==> config.mk <==
export PLATFORM = sky130hd
export DESIGN_NAME = fpo_pos_ctrl
export DESIGN_NICKNAME = d
export VERILOG_FILES = /design/src/rtl/core/fpo_pkg.sv /design/src/rtl/core/fpo_pos_ctrl.sv
export SDC_FILE = /design/constraint.sdc
export NUM_CORES = 1
export LEC_CHECK = 0
export BUFFER_PORTS_ARGS = -buffer_cell sky130_fd_sc_hd__buf_4
export CORE_UTILIZATION = 55
export CTS_BUF_LIST = sky130_fd_sc_hd__clkbuf_8 sky130_fd_sc_hd__clkbuf_16
export CTS_CLUSTER_SIZE = 28
export DETAILED_ROUTE_END_ITERATION = 10
export PLACE_DENSITY_LB_ADDON = 0.2
export SLEW_MARGIN = 40
export SYNTH_ARGS = -nofsm -noshare
export SYNTH_HDL_FRONTEND = slang
export SYNTH_SLANG_ARGS = --single-unit
==> constraint.sdc <==
create_clock -name aclk -period 6.5 [get_ports aclk]
set_input_delay 0.65 -clock aclk [delete_from_list [all_inputs] [get_ports aclk]]
set_output_delay 0.65 -clock aclk [all_outputs]
set_load 0.01 [all_outputs]
==> src/rtl/core/fpo_pkg.sv <==
// Shared types, field widths and constants for the focus peaking overlay.
package fpo_pkg;

    // Default sizes of the line store and the row counter
    localparam int MAX_WIDTH_DEF  = 512;
    localparam int MAX_HEIGHT_DEF = 4096;

    // Field and register widths
    localparam int PIX_W      = 8;
    localparam int OUT_COL_W  = 9;
    localparam int OUT_ROW_W  = 12;
    localparam int FW_W       = 10;
    localparam int FH_W       = 13;
    localparam int TH_W       = 9;
    localparam int CFG_DATA_W = 13;
    localparam int CFG_IDX_W  = 2;

    // Configuration register indexes
    localparam logic [CFG_IDX_W-1:0] REG_FRAME_WIDTH    = 2'd0;
    localparam logic [CFG_IDX_W-1:0] REG_FRAME_HEIGHT   = 2'd1;
    localparam logic [CFG_IDX_W-1:0] REG_EDGE_THRESHOLD = 2'd2;
    localparam logic [CFG_IDX_W-1:0] REG_PEAKING_ENABLE = 2'd3;

    // Configuration reset values
    localparam logic [FW_W-1:0] FRAME_WIDTH_RST    = 10'd512;
    localparam logic [FH_W-1:0] FRAME_HEIGHT_RST   = 13'd512;
    localparam logic [TH_W-1:0] EDGE_THRESHOLD_RST = 9'd40;

    // Highlight color
    localparam logic [PIX_W-1:0] HL_RED        = 8'd255;
    localparam logic [PIX_W-1:0] HL_GREEN_BLUE = 8'd40;

    // Input request
    typedef struct packed {
        logic [PIX_W-1:0] pixel;
        logic             frame_start;
    } pixel_in_t;

    // Result request
    typedef struct packed {
        logic [OUT_COL_W-1:0] out_col;
        logic [OUT_ROW_W-1:0] out_row;
        logic [PIX_W-1:0]     red;
        logic [PIX_W-1:0]     green;
        logic [PIX_W-1:0]     blue;
        logic                 marked;
        logic                 last_of_run;
    } result_t;

    // One line store entry: the two rows above the incoming pixel
    typedef struct packed {
        logic [PIX_W-1:0] older;
        logic [PIX_W-1:0] prev;
    } line_entry_t;

    // Position flags handed from the counters to the gradient stage
    typedef struct packed {
        logic has_above;
        logic last_row;
        logic right_ok;
        logic border;
    } pos_flags_t;

endpackage

==> src/rtl/core/fpo_pos_ctrl.sv <==
// Column and row counters with frame size clamping and position flags.
module fpo_pos_ctrl
    import fpo_pkg::*;
#(
    parameter int MAX_WIDTH  = MAX_WIDTH_DEF,
    parameter int MAX_HEIGHT = MAX_HEIGHT_DEF
) (
    input  logic                          aclk,
    input  logic                          aresetn,
    input  logic                          accept,
    input  logic                          frame_start,
    input  logic [FW_W-1:0]               frame_width,
    input  logic [FH_W-1:0]               frame_height,
    output logic [$clog2(MAX_WIDTH)-1:0]  col,
    output logic [$clog2(MAX_HEIGHT)-1:0] row,
    output pos_flags_t                    flags
);

    localparam int CW   = $clog2(MAX_WIDTH);
    localparam int RW   = $clog2(MAX_HEIGHT);
    localparam int WCMP = (CW + 1 > FW_W) ? CW + 1 : FW_W;
    localparam int HCMP = (RW + 1 > FH_W) ? RW + 1 : FH_W;

    logic [CW-1:0]   col_reg, col_next;
    logic [RW-1:0]   row_reg, row_next;
    logic [WCMP-1:0] fw_ext;
    logic [HCMP-1:0] fh_ext;
    logic [CW-1:0]   w_last;
    logic [RW-1:0]   h_last;
    logic [CW-1:0]   col_raw;
    logic [RW-1:0]   row_raw;
    logic            col_last;

    // Clamp the configured size to 1..MAX and take the last index
    assign fw_ext = WCMP'(frame_width);
    assign fh_ext = HCMP'(frame_height);

    always_comb begin
        if (fw_ext == '0) begin
            w_last = '0;
        end else if (fw_ext > WCMP'(MAX_WIDTH)) begin
            w_last = CW'(MAX_WIDTH - 1);
        end else begin
            w_last = CW'(fw_ext - 1'b1);
        end
        if (fh_ext == '0) begin
            h_last = '0;
        end else if (fh_ext > HCMP'(MAX_HEIGHT)) begin
            h_last = RW'(MAX_HEIGHT - 1);
        end else begin
            h_last = RW'(fh_ext - 1'b1);
        end
    end

    // Restart on frame start, saturate counters past a shrunk size
    assign col_raw = frame_start ? '0 : col_reg;
    assign row_raw = frame_start ? '0 : row_reg;
    assign col     = (col_raw > w_last) ? w_last : col_raw;
    assign row     = (row_raw > h_last) ? h_last : row_raw;

    assign col_last        = (col == w_last);
    assign flags.has_above = (row != '0);
    assign flags.last_row  = (row == h_last);
    assign flags.right_ok  = !col_last;
    assign flags.border    = (col == '0) || col_last || (row == RW'(1));

    // Advance in raster order, wrap at the end of a row and of the frame
    always_comb begin
        col_next = col_reg;
        row_next = row_reg;
        if (accept) begin
            if (col_last) begin
                col_next = '0;
                row_next = flags.last_row ? '0 : RW'(row + 1'b1);
            end else begin
                col_next = CW'(col + 1'b1);
                row_next = row;
            end
        end
    end

    always_ff @(posedge aclk) begin
        if (!aresetn) begin
            col_reg <= '0;
            row_reg <= '0;
        end else begin
            col_reg <= col_next;
            row_reg <= row_next;
        end
    end

endmodule

==> results.yml <==
route:
  wl_um: 9924
  drt_iter0_markers: 266
  drtPass1Iterations: 5
  ant_nets: 0
  vias_per_cell: 6.504
  dr_total_vias: 3935
  drc: 0
  drt-wirelength-per-cell_um: 16.40
power_and_ir_drop:
  ir_drop_uv: 119.6
  power.total_mw: 0.3373
  p_per_area_mw_per_mm2: 84.20
  p_leak_nw: 1.713
clock_tree:
  cts_tree: "built"
  numClockSinks: 21
  clockBufferDepth: 2
  cts.clk_slew.worst_paths_ps: 80
  cts_made_buffers: 3
  hold_buffers: 0
  postCtsResizedCells: 0
  clock-root-buffer: "clkbuf_8"
  cts_setup_buffers: 0
  cts_max_level: 1
  clk_latency_ps: 260
sta:
  finalHoldViolations: 0
  period_needed_ps: 5833
  finalSetupTns_ps: 0
  worstMarginPinSlew_ps: 797.7
  timing.fmax_ghz: 0.1714
  worst_slack_ps: 667.2
  post-route-period-util: 0.8974
  worst_slew_margin_rel: 0.4662
  setup_viol: 0
  finalClockSkew_ps: 3.732
  rsz0062_at_grt: "false"
  drv_slew: 0
placed_design:
  pre_cts_ws_ps: 771.2
  hpwlAfterDp_um: 7815
  port_buffers: 51
  place_congestion: 0.9455
  placed_cells: 601
critical_path:
  worstPathMaxFanout: 16
  reg2reg_setup_slack_ps: 2420
  cp-end-kind: "output port"
  cp.required_ps: 5850
  cp_data_arrival_time_ps: 5180
  start_kind: "input pin"
  crit_type: "input pin to output port"
synth:
  synth_edf_count: 0
  ys_seq_elements: 21
  synth.distinct_cells: 70
  avgSynthCellArea_um2: 7.236
  yosys.area.top_type: "dfxtp_1"
  netlist_area_mm2: 0.003538
  synth_cells: 489
  synth_ff_type: "dfxtp_1"
  yosysSeqAreaShare: 0.1188
  synth_fp_nets: 544
  yosys-top-cells-area: "dfxtp_1, ha_1, mux2i_1"
  ys_warn_count: 0
  async_flop_share: 0
  yosys.area.top_type_share: 0.1188
finish:
  drive_gt1_frac: 0.1660
  final_cell_mix: "buf_4, inv_1, nand2_1, ha_1, o21ai_0"
  mostFrequentLayoutCell: "buf_4"
  final_nets: 586
  syn2layout_area_growth_pct: 13.22
  fin_cells: 605
  largest_register_ff_count: 12
  diodes: 0
grt:
  grt_pass1_wl_um: 16250
  antenna_found_initial: 0
  grt_usage: 0.3053
  grt_pass1_vias: 3508
  grt_max_degree: 31
  grt_remaining_overflow: 0
floorplanning:
  die_area_mm2: 0.006758
  start_util: 0.5838
  die_y_um: 82.21
  rows: 28
  die_x_um: 82.21
  core_area_mm2: 0.006061
  ios: 52
min_path:
  min_path_type: "flip-flop to flip-flop"
outcome:
  outcome: "finished clean"
job:
  maxCapViolCount: 0
## final timing paths
kind,start,end,depth (start not counted)
min reg2reg,col_reg[8],col_reg[8],2
max,frame_height[0],flags[0],18
min,col_reg[8],col_reg[8],2
max reg2reg,row_reg[5],row_reg[8],13
## layout make-up
class / instances / area [um2]
multi-input cells: 405 / 2868
fillers: 553 / 2054
flip-flops and latches: 21 / 420.4
repair buffers: 54 / 405.4
inverters: 46 / 172.7
well taps: 75 / 93.84
clock buffers: 3 / 41.29
clock inverters: 1 / 5.005
## cell usage after synthesis, types with 4 or more instances
cell	instances
and3_1	4
clkbuf_1	10
o21ai_1	9
nor2_1	24
o41ai_1	5
nand4_1	10
a31oi_1	7
dfxtp_1	21
a21o_1	4
ha_1	28
a21oi_1	25
nand3_1	19
nand2b_1	21
nor4_1	9
o211ai_1	6
nand2_1	41
nor2b_1	11
and2_1	4
o22ai_1	7
o21ai_0	27
xnor2_1	15
mux2i_1	17
inv_1	45
buf_2	5
o31ai_1	6
nor3_2	5
nor3_1	17
or3_1	5
a211oi_1	6
xor2_1	7
nor3b_1	7
## metrics by stage
step                hold slack (ps)    util  area (um2)
floorplan                     420.8       -        3538
global placement              430.6  0.6534        3960
detailed placement            441.6  0.6534        3960
CTS                           453.3  0.6610        4006
global route                  476.2  0.6610        4006
finish                        451.9  0.6610        4006
## critical path, stage by stage
cell and delay, ps:
buf_4 140, inv_1 90, ha_1 280, or4b_1 480, or3_1 350, o2111ai_2 300, inv_1 80, ha_1 300
nand4_1 150, a21oi_1 270, o21a_1 500, buf_4 300, mux2_2 190, or4b_1 450, nor4_1 330, nand2_1 100
nand3_1 100, buf_4 120
## power by group
part / leakage, nW / internal [mW] / switching (mW)
combinational: 1.52 / 0.0458 / 0.0712
sequential: 0.170 / 0.130 / 0.00215
clock: 0.0255 / 0.0427 / 0.0452
## kinds of logic (layout without fill, tap and decap cells)
| kind of cell | count (synthesis) | after routing | synth area share |
|---|---|---|---|
| muxes | 19 | 19 | 0.05516 |
| DFF | 21 | 21 | 0.1188 |
| adders and majority gates | 28 | 28 | 0.09901 |
| xor gates and xnor gates | 22 | 22 | 0.05446 |
| and+or+nand+nor | 199 | 199 | 0.3274 |
| AOI/OAI and AO/OA | 137 | 137 | 0.2744 |
| buffers and inverters | 63 | 104 | 0.07072 |
## per-layer routing
metal,GRT usage,up-vias,part of all wire
met2,0.4769,146,0.43
met4,0.08070,0,0.013
li1,-,1912,-
met5,0,-,0
met3,0.01978,14,0.064
met1,0.4485,1863,0.49
No activity file was read; power rests on OpenSTA's default activity.
