### config.mk
export PLATFORM = sky130hd
export DESIGN_NAME = fpo_grad_out
export DESIGN_NICKNAME = d
export VERILOG_FILES = /design/src/rtl/core/fpo_pkg.sv /design/src/rtl/core/fpo_grad_out.sv
export SDC_FILE = /design/constraint.sdc
export NUM_CORES = 1
export LEC_CHECK = 0
export ABC_CLOCK_PERIOD_IN_PS = 8300
export BUFFER_PORTS_ARGS = -buffer_cell sky130_fd_sc_hd__buf_4
export CORE_MARGIN = 1
export CORE_UTILIZATION = 54
export CTS_BUF_LIST = sky130_fd_sc_hd__clkbuf_4
export DETAILED_ROUTE_END_ITERATION = 6
export PLACE_DENSITY = 0.84
export RECOVER_POWER = 100
export SYNTH_ARGS = -nofsm -noshare
export SYNTH_HDL_FRONTEND = slang
export SYNTH_SLANG_ARGS = --single-unit
### constraint.sdc
create_clock -name aclk -period 8.3 [get_ports aclk]
set_clock_uncertainty 0.15 [all_clocks]
set_input_delay 1.66 -clock aclk [delete_from_list [all_inputs] [get_ports aclk]]
set_output_delay 1.66 -clock aclk [all_outputs]
set_load 0.005 [all_outputs]
### src/rtl/core/fpo_pkg.sv
// Shared types, field widths and constants for the focus peaking overlay.
package fpo_pkg;

    // Default sizes of the line store and the row counter
    localparam int MAX_WIDTH_DEF  = 512;
    localparam int MAX_HEIGHT_DEF = 4096;

    // Field and register widths
    localparam int PIX_W      = 8;
    localparam int OUT_COL_W  = 9;
    localparam int OUT_ROW_W  = 12;
    localparam int FW_W       = 10;
    localparam int FH_W       = 13;
    localparam int TH_W       = 9;
    localparam int CFG_DATA_W = 13;
    localparam int CFG_IDX_W  = 2;

    // Configuration register indexes
    localparam logic [CFG_IDX_W-1:0] REG_FRAME_WIDTH    = 2'd0;
    localparam logic [CFG_IDX_W-1:0] REG_FRAME_HEIGHT   = 2'd1;
    localparam logic [CFG_IDX_W-1:0] REG_EDGE_THRESHOLD = 2'd2;
    localparam logic [CFG_IDX_W-1:0] REG_PEAKING_ENABLE = 2'd3;

    // Configuration reset values
    localparam logic [FW_W-1:0] FRAME_WIDTH_RST    = 10'd512;
    localparam logic [FH_W-1:0] FRAME_HEIGHT_RST   = 13'd512;
    localparam logic [TH_W-1:0] EDGE_THRESHOLD_RST = 9'd40;

    // Highlight color
    localparam logic [PIX_W-1:0] HL_RED        = 8'd255;
    localparam logic [PIX_W-1:0] HL_GREEN_BLUE = 8'd40;

    // Input request
    typedef struct packed {
        logic [PIX_W-1:0] pixel;
        logic             frame_start;
    } pixel_in_t;

    // Result request
    typedef struct packed {
        logic [OUT_COL_W-1:0] out_col;
        logic [OUT_ROW_W-1:0] out_row;
        logic [PIX_W-1:0]     red;
        logic [PIX_W-1:0]     green;
        logic [PIX_W-1:0]     blue;
        logic                 marked;
        logic                 last_of_run;
    } result_t;

    // One line store entry: the two rows above the incoming pixel
    typedef struct packed {
        logic [PIX_W-1:0] older;
        logic [PIX_W-1:0] prev;
    } line_entry_t;

    // Position flags handed from the counters to the gradient stage
    typedef struct packed {
        logic has_above;
        logic last_row;
        logic right_ok;
        logic border;
    } pos_flags_t;

endpackage

### src/rtl/core/fpo_grad_out.sv
// Gradient test, result sequencing, write-back and the output register.
module fpo_grad_out
    import fpo_pkg::*;
#(
    parameter int MAX_WIDTH  = MAX_WIDTH_DEF,
    parameter int MAX_HEIGHT = MAX_HEIGHT_DEF
) (
    input  logic                          aclk,
    input  logic                          aresetn,
    input  logic                          accept,
    input  logic [PIX_W-1:0]              in_px,
    input  logic [$clog2(MAX_WIDTH)-1:0]  in_col,
    input  logic [$clog2(MAX_HEIGHT)-1:0] in_row,
    input  pos_flags_t                    in_flags,
    input  line_entry_t                   rd_data,
    input  logic [PIX_W-1:0]              rd_right,
    input  logic [TH_W-1:0]               edge_threshold,
    input  logic                          peaking_enable,
    output logic                          s_ready,
    output logic                          wr_en,
    output logic [$clog2(MAX_WIDTH)-1:0]  wr_addr,
    output line_entry_t                   wr_data,
    output logic                          m_valid,
    input  logic                          m_ready,
    output result_t                       m_data
);

    localparam int CW = $clog2(MAX_WIDTH);
    localparam int RW = $clog2(MAX_HEIGHT);

    logic             b_valid_reg, b_valid_next;
    logic             phase_reg, phase_next;
    logic [PIX_W-1:0] px_reg;
    logic [CW-1:0]    col_reg;
    logic [RW-1:0]    row_reg;
    pos_flags_t       flags_reg;
    logic [PIX_W-1:0] left_reg;
    logic             m_valid_reg, m_valid_next;
    result_t          m_data_reg;

    logic [PIX_W-1:0] centre, above, right;
    logic [PIX_W-1:0] d_lr, d_ba;
    logic [TH_W-1:0]  grad;
    logic             mark;
    logic             first_due, has_any, final_res;
    logic             out_free, emit, b_done;
    result_t          res;

    // Neighborhood of the pixel one row above the input
    assign centre = rd_data.prev;
    assign above  = rd_data.older;
    assign right  = flags_reg.right_ok ? rd_right : '0;

    // Cross-shaped central difference
    assign d_lr = (right > left_reg) ? right - left_reg : left_reg - right;
    assign d_ba = (px_reg > above) ? px_reg - above : above - px_reg;
    assign grad = TH_W'({1'b0, d_lr}) + TH_W'({1'b0, d_ba});
    assign mark = peaking_enable && !flags_reg.border && (grad > edge_threshold);

    // Pick the result for this cycle: row above first, then the last row
    assign first_due = flags_reg.has_above && !phase_reg;
    assign has_any   = flags_reg.has_above || flags_reg.last_row;
    assign final_res = first_due ? !flags_reg.last_row : 1'b1;

    always_comb begin
        if (first_due) begin
            res.out_col     = OUT_COL_W'(col_reg);
            res.out_row     = OUT_ROW_W'(RW'(row_reg - 1'b1));
            res.red         = mark ? HL_RED : centre;
            res.green       = mark ? HL_GREEN_BLUE : centre;
            res.blue        = mark ? HL_GREEN_BLUE : centre;
            res.marked      = mark;
            res.last_of_run = !flags_reg.last_row;
        end else begin
            res.out_col     = OUT_COL_W'(col_reg);
            res.out_row     = OUT_ROW_W'(row_reg);
            res.red         = px_reg;
            res.green       = px_reg;
            res.blue        = px_reg;
            res.marked      = 1'b0;
            res.last_of_run = 1'b1;
        end
    end

    // Handshake between the stage and the output register
    assign out_free = !m_valid_reg || m_ready;
    assign emit     = b_valid_reg && has_any && out_free;
    assign b_done   = b_valid_reg && (!has_any || (emit && final_res));
    assign s_ready  = !b_valid_reg || b_done;

    // Write back the column once its last result is out, or when it has none
    assign wr_en   = b_done;
    assign wr_addr = col_reg;
    assign wr_data = '{older: centre, prev: px_reg};

    always_comb begin
        b_valid_next = b_valid_reg;
        phase_next   = phase_reg;
        m_valid_next = m_valid_reg;
        if (b_done) begin
            b_valid_next = 1'b0;
            phase_next   = 1'b0;
        end else if (emit) begin
            phase_next = 1'b1;
        end
        if (accept) begin
            b_valid_next = 1'b1;
        end
        if (emit) begin
            m_valid_next = 1'b1;
        end else if (m_ready) begin
            m_valid_next = 1'b0;
        end
    end

    always_ff @(posedge aclk) begin
        if (!aresetn) begin
            b_valid_reg <= 1'b0;
            phase_reg   <= 1'b0;
            m_valid_reg <= 1'b0;
            left_reg    <= '0;
        end else begin
            b_valid_reg <= b_valid_next;
            phase_reg   <= phase_next;
            m_valid_reg <= m_valid_next;
            if (b_done) begin
                left_reg <= centre;
            end
        end
    end

    // Capture the accepted request and load results
    always_ff @(posedge aclk) begin
        if (accept) begin
            px_reg    <= in_px;
            col_reg   <= in_col;
            row_reg   <= in_row;
            flags_reg <= in_flags;
        end
        if (emit) begin
            m_data_reg <= res;
        end
    end

    assign m_valid = m_valid_reg;
    assign m_data  = m_data_reg;

    // The second result only follows a first one on the last row
    assert property (@(posedge aclk) disable iff (!aresetn)
        b_valid_reg && phase_reg |-> flags_reg.last_row && flags_reg.has_above)
        else $error("second result phase outside the last row");

    // A non-final result keeps the stage busy for the second one
    assert property (@(posedge aclk) disable iff (!aresetn)
        emit && !final_res |=> b_valid_reg && phase_reg)
        else $error("stage dropped its second result");

    // A finished stage with no new request goes empty
    assert property (@(posedge aclk) disable iff (!aresetn)
        b_done && !accept |=> !b_valid_reg)
        else $error("stage held after completion");

    // Highlighted pixels never sit in column zero
    assert property (@(posedge aclk) disable iff (!aresetn)
        m_valid_reg && m_data_reg.marked |-> m_data_reg.out_col != '0)
        else $error("border pixel highlighted");

endmodule

==> flow_summary.json, run 1 <==
{
  "min-delay-path-class": "register to register",
  "drt_iter0_markers": 216,
  "dr_wl_met2_mm": 5.76,
  "seq_area_frac_synth_pct": 46.1,
  "clk_pin_slew_ns": 0.14,
  "layout_common_cells": "clkbuf_4 (99), edfxtp_1 (70), inv_1 (55)",
  "cts_buffers": 9,
  "n_antenna_cell": 0,
  "startpoint_type": "input pin",
  "switchingPower_mw": 0.429,
  "pre_cts_ws_ns": 1.18,
  "synthSimpleGateAreaFrac_pct": 10.6,
  "cpPeakStageDelay_ns": 1.44,
  "worstPathMaxFanout": 15,
  "criticalPathCategory": "input pin to register",
  "p_leak_nw": 2.73,
  "finalWirelength_mm": 11.4,
  "antenna_found_initial": 0,
  "seqPwrFrac_pct": 40.2,
  "final_nets": 707,
  "worst_slack_ns": 0.972,
  "crit_slowest_cell": "o21ai_0",
  "fp.dieW_um": 98.6,
  "clk-insertion-delay-late_ns": 0.43,
  "final_period_minus_worst_setup_slack_ns": 7.33,
  "antenna_left": 0,
  "whs_endpoint": "m_data[40]",
  "boundaryPins": 146,
  "grt_max_degree": 40,
  "status": "complete, but fails checks",
  "drt-wirelength-per-cell_um": 16.4,
  "hold_violations": 0,
  "core.rowCount": 34,
  "r2r-start": "flags_reg[1]",
  "die-area_um2": 9720,
  "cp.arrival_ns": 7.26,
  "drive_gt1_share_pct": 27.2,
  "slew_violations": 51,
  "period_share_pct": 88.3,
  "powerDensity_nw_per_um2": 205,
  "clockPowerShare_pct": 18.9,
  "syn-cell-area_um2": 5040,
  "wl_met3_um": 752,
  "clock-root-buffer": "clkbuf_4",
  "p_int_mw": 0.819,
  "cts_tree": "built",
  "synth_compound_area_share_pct": 11.3,
  "min_from": "wr_addr[2]",
  "ys_ff_latch": 81,
  "via_per_inst": 5.41,
  "wl_met1_mm": 4.56,
  "route.detailed.drc": 0,
  "setup_viol": 0,
  "grt_pass1_wl_mm": 18.2,
  "syn-num-nets": 587,
  "synth_top_family_by_area": "adder cells",
  "cp-end-kind": "register",
  "reg2regPathDepth": 20,
  "routabilityCongestion": 0.926,
  "fmax_mhz": 136,
  "post_cts_buffers": 0,
  "rr_endpoint": "m_data[18]",
  "rsz0062_at_grt": "false",
  "post_cts_resize_count": 0,
  "htree_levels": 3,
  "largest_register_ffs": 37,
  "final_common_cell": "clkbuf_4",
  "violations": "capacitance limit, slew limit",
  "grt_pass1_vias": 3768,
  "power.total_mw": 1.25,
  "clockBufferDepth": 2,
  "drt_pass1_iterations": 4,
  "synth_cell_types": 46,
  "synth-warning-count": 0,
  "worst_pin_slew_ns": 1.93,
  "switching_share_pct": 34.4,
  "areaGrowthSynthToFinish_pct": 20.7,
  "synthCells": 463,
  "core_um2": 8890,
  "numPortBuffers": 145,
  "peakVddDrop_uv": 109,
  "synthMuxAreaShare_pct": 4.07,
  "top_layer": "met4",
  "ctsHoldBuffers": 0,
  "cts_sinks": 81,
  "slew-limit-headroom_pct": -29.8,
  "synth_xor_area_share_pct": 4.87,
  "worstPathRequired_ns": 8.23,
  "max_cap_viol_count": 2,
  "crit_chain": "clkbuf_4 -> nand2_1 -> inv_1 -> ha_1 -> a211oi_2 -> o21bai_2 -> o22ai_4 -> mux2_2 -> ha_1 -> a21o_1 -> a21oi_1 -> nor2b_1 -> o21a_1 -> o41a_1 -> xor2_1 -> ha_1 -> a21o_1 -> a21oi_1 -> nand2b_1 -> o21ai_0 -> a22oi_1",
  "syn_avg_cell_area_um2": 10.9,
  "hold_depth": 0,
  "die_h_um": 98.6,
  "start_util_pct": 56.7,
  "via_count": 3768,
  "fin_setup_tns_ns": 0,
  "combPwrFrac_pct": 40.9,
  "crit_top_cell": "ha_1",
  "overflow": 0,
  "rrSetupSlack_ns": 1.72,
  "hpwl_mm": 9.12,
  "grt.total_usage_pct": 24.6,
  "synth_fa_ha_area_share_pct": 13.9
}
area by class of cell:
| type | count | area [um2] |
|---|---|---|
| Clock buffer | 9 | 67.6 |
| Clock inverter | 7 | 76.3 |
| Fill cell | 672 | 2810 |
| Inverter | 55 | 206 |
| Multi-Input combinational cell | 291 | 2270 |
| Sequential cell | 81 | 2320 |
| Tap cell | 108 | 135 |
| Timing Repair Buffer | 145 | 1010 |
per-layer routing:
layer,vias up,global-route usage [%]
li1,1816,-
met1,1771,29.8
met2,155,43.1
met3,26,5.53
met4,0,8.96
met5,-,0
cells by family after synthesis:
family / count (synthesis)
simple gates: 112
mux: 20
compound gates: 78
flops: 81
buf+inv: 91
xor+xnor: 28
fa+ha+maj: 53
power groups by stage:
stage | registers [mW] | clock network (mW) | logic [mW]
after global placement | 0.508 | 0 | 0.487
after CTS | 0.501 | 0.240 | 0.518
final | 0.501 | 0.236 | 0.510
after floorplan | 0.505 | 0 | 0.372
after global routing | 0.505 | 0.254 | 0.571
after detailed placement | 0.510 | 0 | 0.515
metrics by stage:
stage | util (%) | hold WS, ns | std cells | area [um2]
final | 68.4 | 0.314 | 696 | 6080
after global routing | 68.4 | 0.330 | 696 | 6080
after CTS | 69.3 | 0.310 | 696 | 6160
after detailed placement | 67.7 | 0.291 | 680 | 6020
after global placement | 67.7 | 0.283 | 680 | 6020
after floorplan | - | 0.278 | 463 | 5040
cell usage after synthesis (all sizes together):
library cell,number,area [um2]
edfxtp,70,2100
inv,55,206
ha,48,601
nor2,39,146
buf,31,234
nand2,23,86.3
a21oi,19,103
o21ai,18,90.1
nor2b,17,106
mux2i,16,160
xnor2,16,140
xor2,12,105
dfxtp,11,220
nor3,8,40.0
a22oi,7,52.6
nand2b,7,43.8
a21o,6,46.3
a31o,6,52.6
clkbuf,5,18.8
fa,5,100
nand4,5,31.3
and2,4,25.0
mux2,4,45.0
o21a,4,30.0
o41ai,4,35.0
nand3,3,15.0
o21bai,3,26.3
a211oi,2,25.0
a311oi,2,30.0
nand3b,2,15.0
nor4,2,12.5
o22ai,2,40.0
a21boi,1,7.51
a31oi,1,6.26
o311ai,1,8.76
o31ai,1,7.51
o41a,1,11.3
or3,1,6.26
or4,1,7.51
how the worst max path moves through the flow:
stage	start	end	slack (ns)	depth (start not counted)
2_1_floorplan	rd_right[5]	m_data[18]	2.01	22
3_3_place_gp	rd_right[5]	m_data[23]	1.48	21
3_5_place_dp	rd_right[5]	m_data[18]	1.18	21
4_1_cts	rd_right[5]	m_data[18]	1.67	21
5_1_grt	rd_right[5]	m_data[18]	0.74	23
6_report	rd_right[5]	m_data[18]	0.97	21
worst max-delay path, delay by kind of cell:
| kind | cells | cell delay [ns] |
|---|---|---|
| buffers and inverters | 2 | 0.16 |
| and+or+nand+nor | 3 | 0.22 |
| xor gates and xnor gates | 1 | 0.16 |
| muxes | 1 | 0.40 |
| adders and majority gates | 3 | 0.99 |
| AOI/OAI and AO/OA | 11 | 3.65 |
Note: power is estimated with default switching activity, not from simulation.
==> inputs of run 2 (changes only) <==
--- a/config.mk
+++ b/config.mk
@@ -7,11 +7,13 @@
 export LEC_CHECK = 0
 export ABC_CLOCK_PERIOD_IN_PS = 8300
 export BUFFER_PORTS_ARGS = -buffer_cell sky130_fd_sc_hd__buf_4
+export CELL_PAD_IN_SITES_DETAIL_PLACEMENT = 0
+export CELL_PAD_IN_SITES_GLOBAL_PLACEMENT = 1
 export CORE_MARGIN = 1
-export CORE_UTILIZATION = 54
+export CORE_UTILIZATION = 42
 export CTS_BUF_LIST = sky130_fd_sc_hd__clkbuf_4
 export DETAILED_ROUTE_END_ITERATION = 6
-export PLACE_DENSITY = 0.84
+export PLACE_DENSITY = 0.85
 export RECOVER_POWER = 100
 export SYNTH_ARGS = -nofsm -noshare
 export SYNTH_HDL_FRONTEND = slang
==> flow_summary.json, run 2 (synthesized netlist as in run 1, its figures left out) <==
{
  "core_um2": 11600,
  "crit_chain": "buf_4 -> nand2_1 -> inv_1 -> ha_1 -> a211oi_2 -> o21bai_2 -> o22ai_4 -> mux2_2 -> ha_1 -> a21o_1 -> a21oi_1 -> nor2b_1 -> o21a_1 -> o41a_1 -> xor2_1 -> ha_1 -> a21o_1 -> a21oi_1 -> nand2b_1 -> o21ai_0 -> a22oi_1",
  "cpPeakStageDelay_ns": 1.38,
  "fp.dieW_um": 112,
  "ctsHoldBuffers": 0,
  "antenna_left": 0,
  "via_per_inst": 5.03,
  "grt_max_degree": 40,
  "dpl-instance-area_um2": 6080,
  "drt_pass1_iterations": 7,
  "min_from": "wr_addr[2]",
  "clk_pin_slew_ns": 0.15,
  "post_cts_resize_count": 0,
  "overflow": 0,
  "min-delay-path-class": "register to register",
  "cp.arrival_ns": 7.10,
  "clockPowerShare_pct": 17.2,
  "startpoint_type": "input pin",
  "numPortBuffers": 145,
  "whs_endpoint": "m_data[40]",
  "slew_violations": 51,
  "grt_pass1_wl_mm": 18.2,
  "powerDensity_nw_per_um2": 198,
  "cpLargestDelayFamily": "compound AO/OA/AOI/OAI gates",
  "final_period_minus_worst_setup_slack_ns": 7.17,
  "die_h_um": 112,
  "rrSetupSlack_ns": 1.85,
  "areaGrowthSynthToFinish_pct": 21.2,
  "reg2regPathDepth": 20,
  "slew-limit-headroom_pct": -31.0,
  "dpl.cell_count": 717,
  "switching_share_pct": 34.8,
  "max_cap_viol_count": 2,
  "regArea_um2": 2320,
  "fmax_mhz": 139,
  "multi_input_area_um2": 2270,
  "core.rowCount": 39,
  "n_fill_cell": 1080,
  "grt_use_met3_pct": 4.25,
  "cts_buffers": 9,
  "p_int_mw": 0.788,
  "seqPwrFrac_pct": 41.4,
  "setup_viol": 0,
  "criticalPathCategory": "input pin to register",
  "worstPathRequired_ns": 8.23,
  "htree_levels": 3,
  "layout_common_cells": "clkbuf_4 (99), edfxtp_1 (70), inv_1 (55)",
  "worstPathMaxFanout": 15,
  "combPwrFrac_pct": 41.4,
  "start_util_pct": 43.6,
  "final_nets": 709,
  "period_share_pct": 86.4,
  "antenna_found_initial": 0,
  "global_route.usage.met1_pct": 24.4,
  "p_leak_nw": 2.72,
  "drt-wirelength-per-cell_um": 15.7,
  "violations": "DRC, capacitance limit, slew limit",
  "clock-root-buffer": "clkbuf_4",
  "cp.buffers_inverters": 2,
  "drive_gt1_share_pct": 27.1,
  "cts_tree": "built",
  "cp-end-kind": "register",
  "rr_endpoint": "m_data[23]",
  "r2r-start": "flags_reg[1]",
  "worst_pin_slew_ns": 1.96,
  "grt_pass1_vias": 3618,
  "grt_use_met2_pct": 32.8,
  "hpwl_mm": 9.11,
  "peakVddDrop_uv": 138,
  "cts_sinks": 81,
  "post_cts_buffers": 0,
  "finalWirelength_mm": 11.5,
  "clockBufferDepth": 2,
  "hold_violations": 0,
  "route.detailed.drc": 5,
  "routabilityCongestion": 0.908,
  "n_antenna_cell": 0,
  "fin_cells": 733,
  "crit_top_cell": "ha_1",
  "grt.total_usage_pct": 19.1,
  "switchingPower_mw": 0.420,
  "busiest_layer": "met2",
  "status": "complete, but fails checks",
  "final_common_cell": "clkbuf_4",
  "hold_depth": 0,
  "finish.instance_area_um2": 6110,
  "rsz0062_at_grt": "false",
  "clk-insertion-delay-late_ns": 0.43,
  "crit_slowest_cell": "o21ai_0",
  "largest_register_ffs": 37,
  "fin_setup_tns_ns": 0,
  "via_count": 3687,
  "die-area_um2": 12400,
  "drt_iter0_markers": 197,
  "boundaryPins": 146
}
## run 2: changes by cell type in the layout (fill, tap and decap cells not counted), sizes merged
cell and delta:
clkbuf +3, clkinv +2, inv -2, bufinv -1
## run 2: metal layers
| metal | wire, um | up-vias |
|---|---|---|
| met4 | 95 | 0 |
| li1 | - | 1836 |
| met3 | 634 | 6 |
| met1 | 5090 | 1732 |
| met5 | 0 | - |
| met2 | 5710 | 113 |
## run 2: worst reg2reg max path: stages (launching register included)
cell	delay, ns
edfxtp_1	0.56
nand2_1	0.14
inv_1	0.05
ha_1	0.39
a211oi_2	0.28
o21bai_2	0.12
o22ai_4	0.35
mux2_2	0.41
ha_1	0.29
a21o_1	0.18
a21oi_1	0.21
nor2b_1	0.07
o21a_1	0.19
o41a_1	0.33
xor2_1	0.15
ha_1	0.29
a21o_1	0.16
a21oi_1	0.18
nand2b_1	0.08
o21ai_0	1.38
a22oi_1	0.17
## run 2: cell type report
cell class	instances	share of cell area, %
well taps	143	2.93
inverters	55	3.38
flip-flops and latches	81	38.0
clock buffers	10	1.23
clock inverters	6	0.696
repair buffers	147	16.7
multi-input cells	291	37.1
## run 2: worst max-delay path by stage
stage,from,end,depth (start not counted)
after floorplan,rd_right[5],m_data[18],22
after global placement,rd_right[5],m_data[19],21
after detailed placement,rd_right[5],m_data[23],21
after CTS,rd_right[5],m_data[23],21
after global routing,rd_right[0],m_data[23],24
final,rd_right[5],m_data[23],21
## run 2: stage by stage
stage / hold WS, ns / total power, mW / util, % / setup slack, ns
after CTS: 0.314 / 1.23 / 53.6 / 1.62
after detailed placement: 0.288 / 1.02 / 52.5 / 1.13
after floorplan: 0.278 / 0.877 / - / 2.01
after global placement: 0.279 / 1.01 / 52.5 / 1.33
final: 0.308 / 1.21 / 52.8 / 1.13
after global routing: 0.324 / 1.30 / 52.8 / 0.616
## run 2: power by group through the flow
stage | Clock, mW | Sequential, mW | Combinational, mW
after floorplan | 0 | 0.505 | 0.372
after global placement | 0 | 0.509 | 0.498
after detailed placement | 0 | 0.509 | 0.512
after CTS | 0.216 | 0.501 | 0.514
after global routing | 0.229 | 0.504 | 0.567
final | 0.208 | 0.500 | 0.500
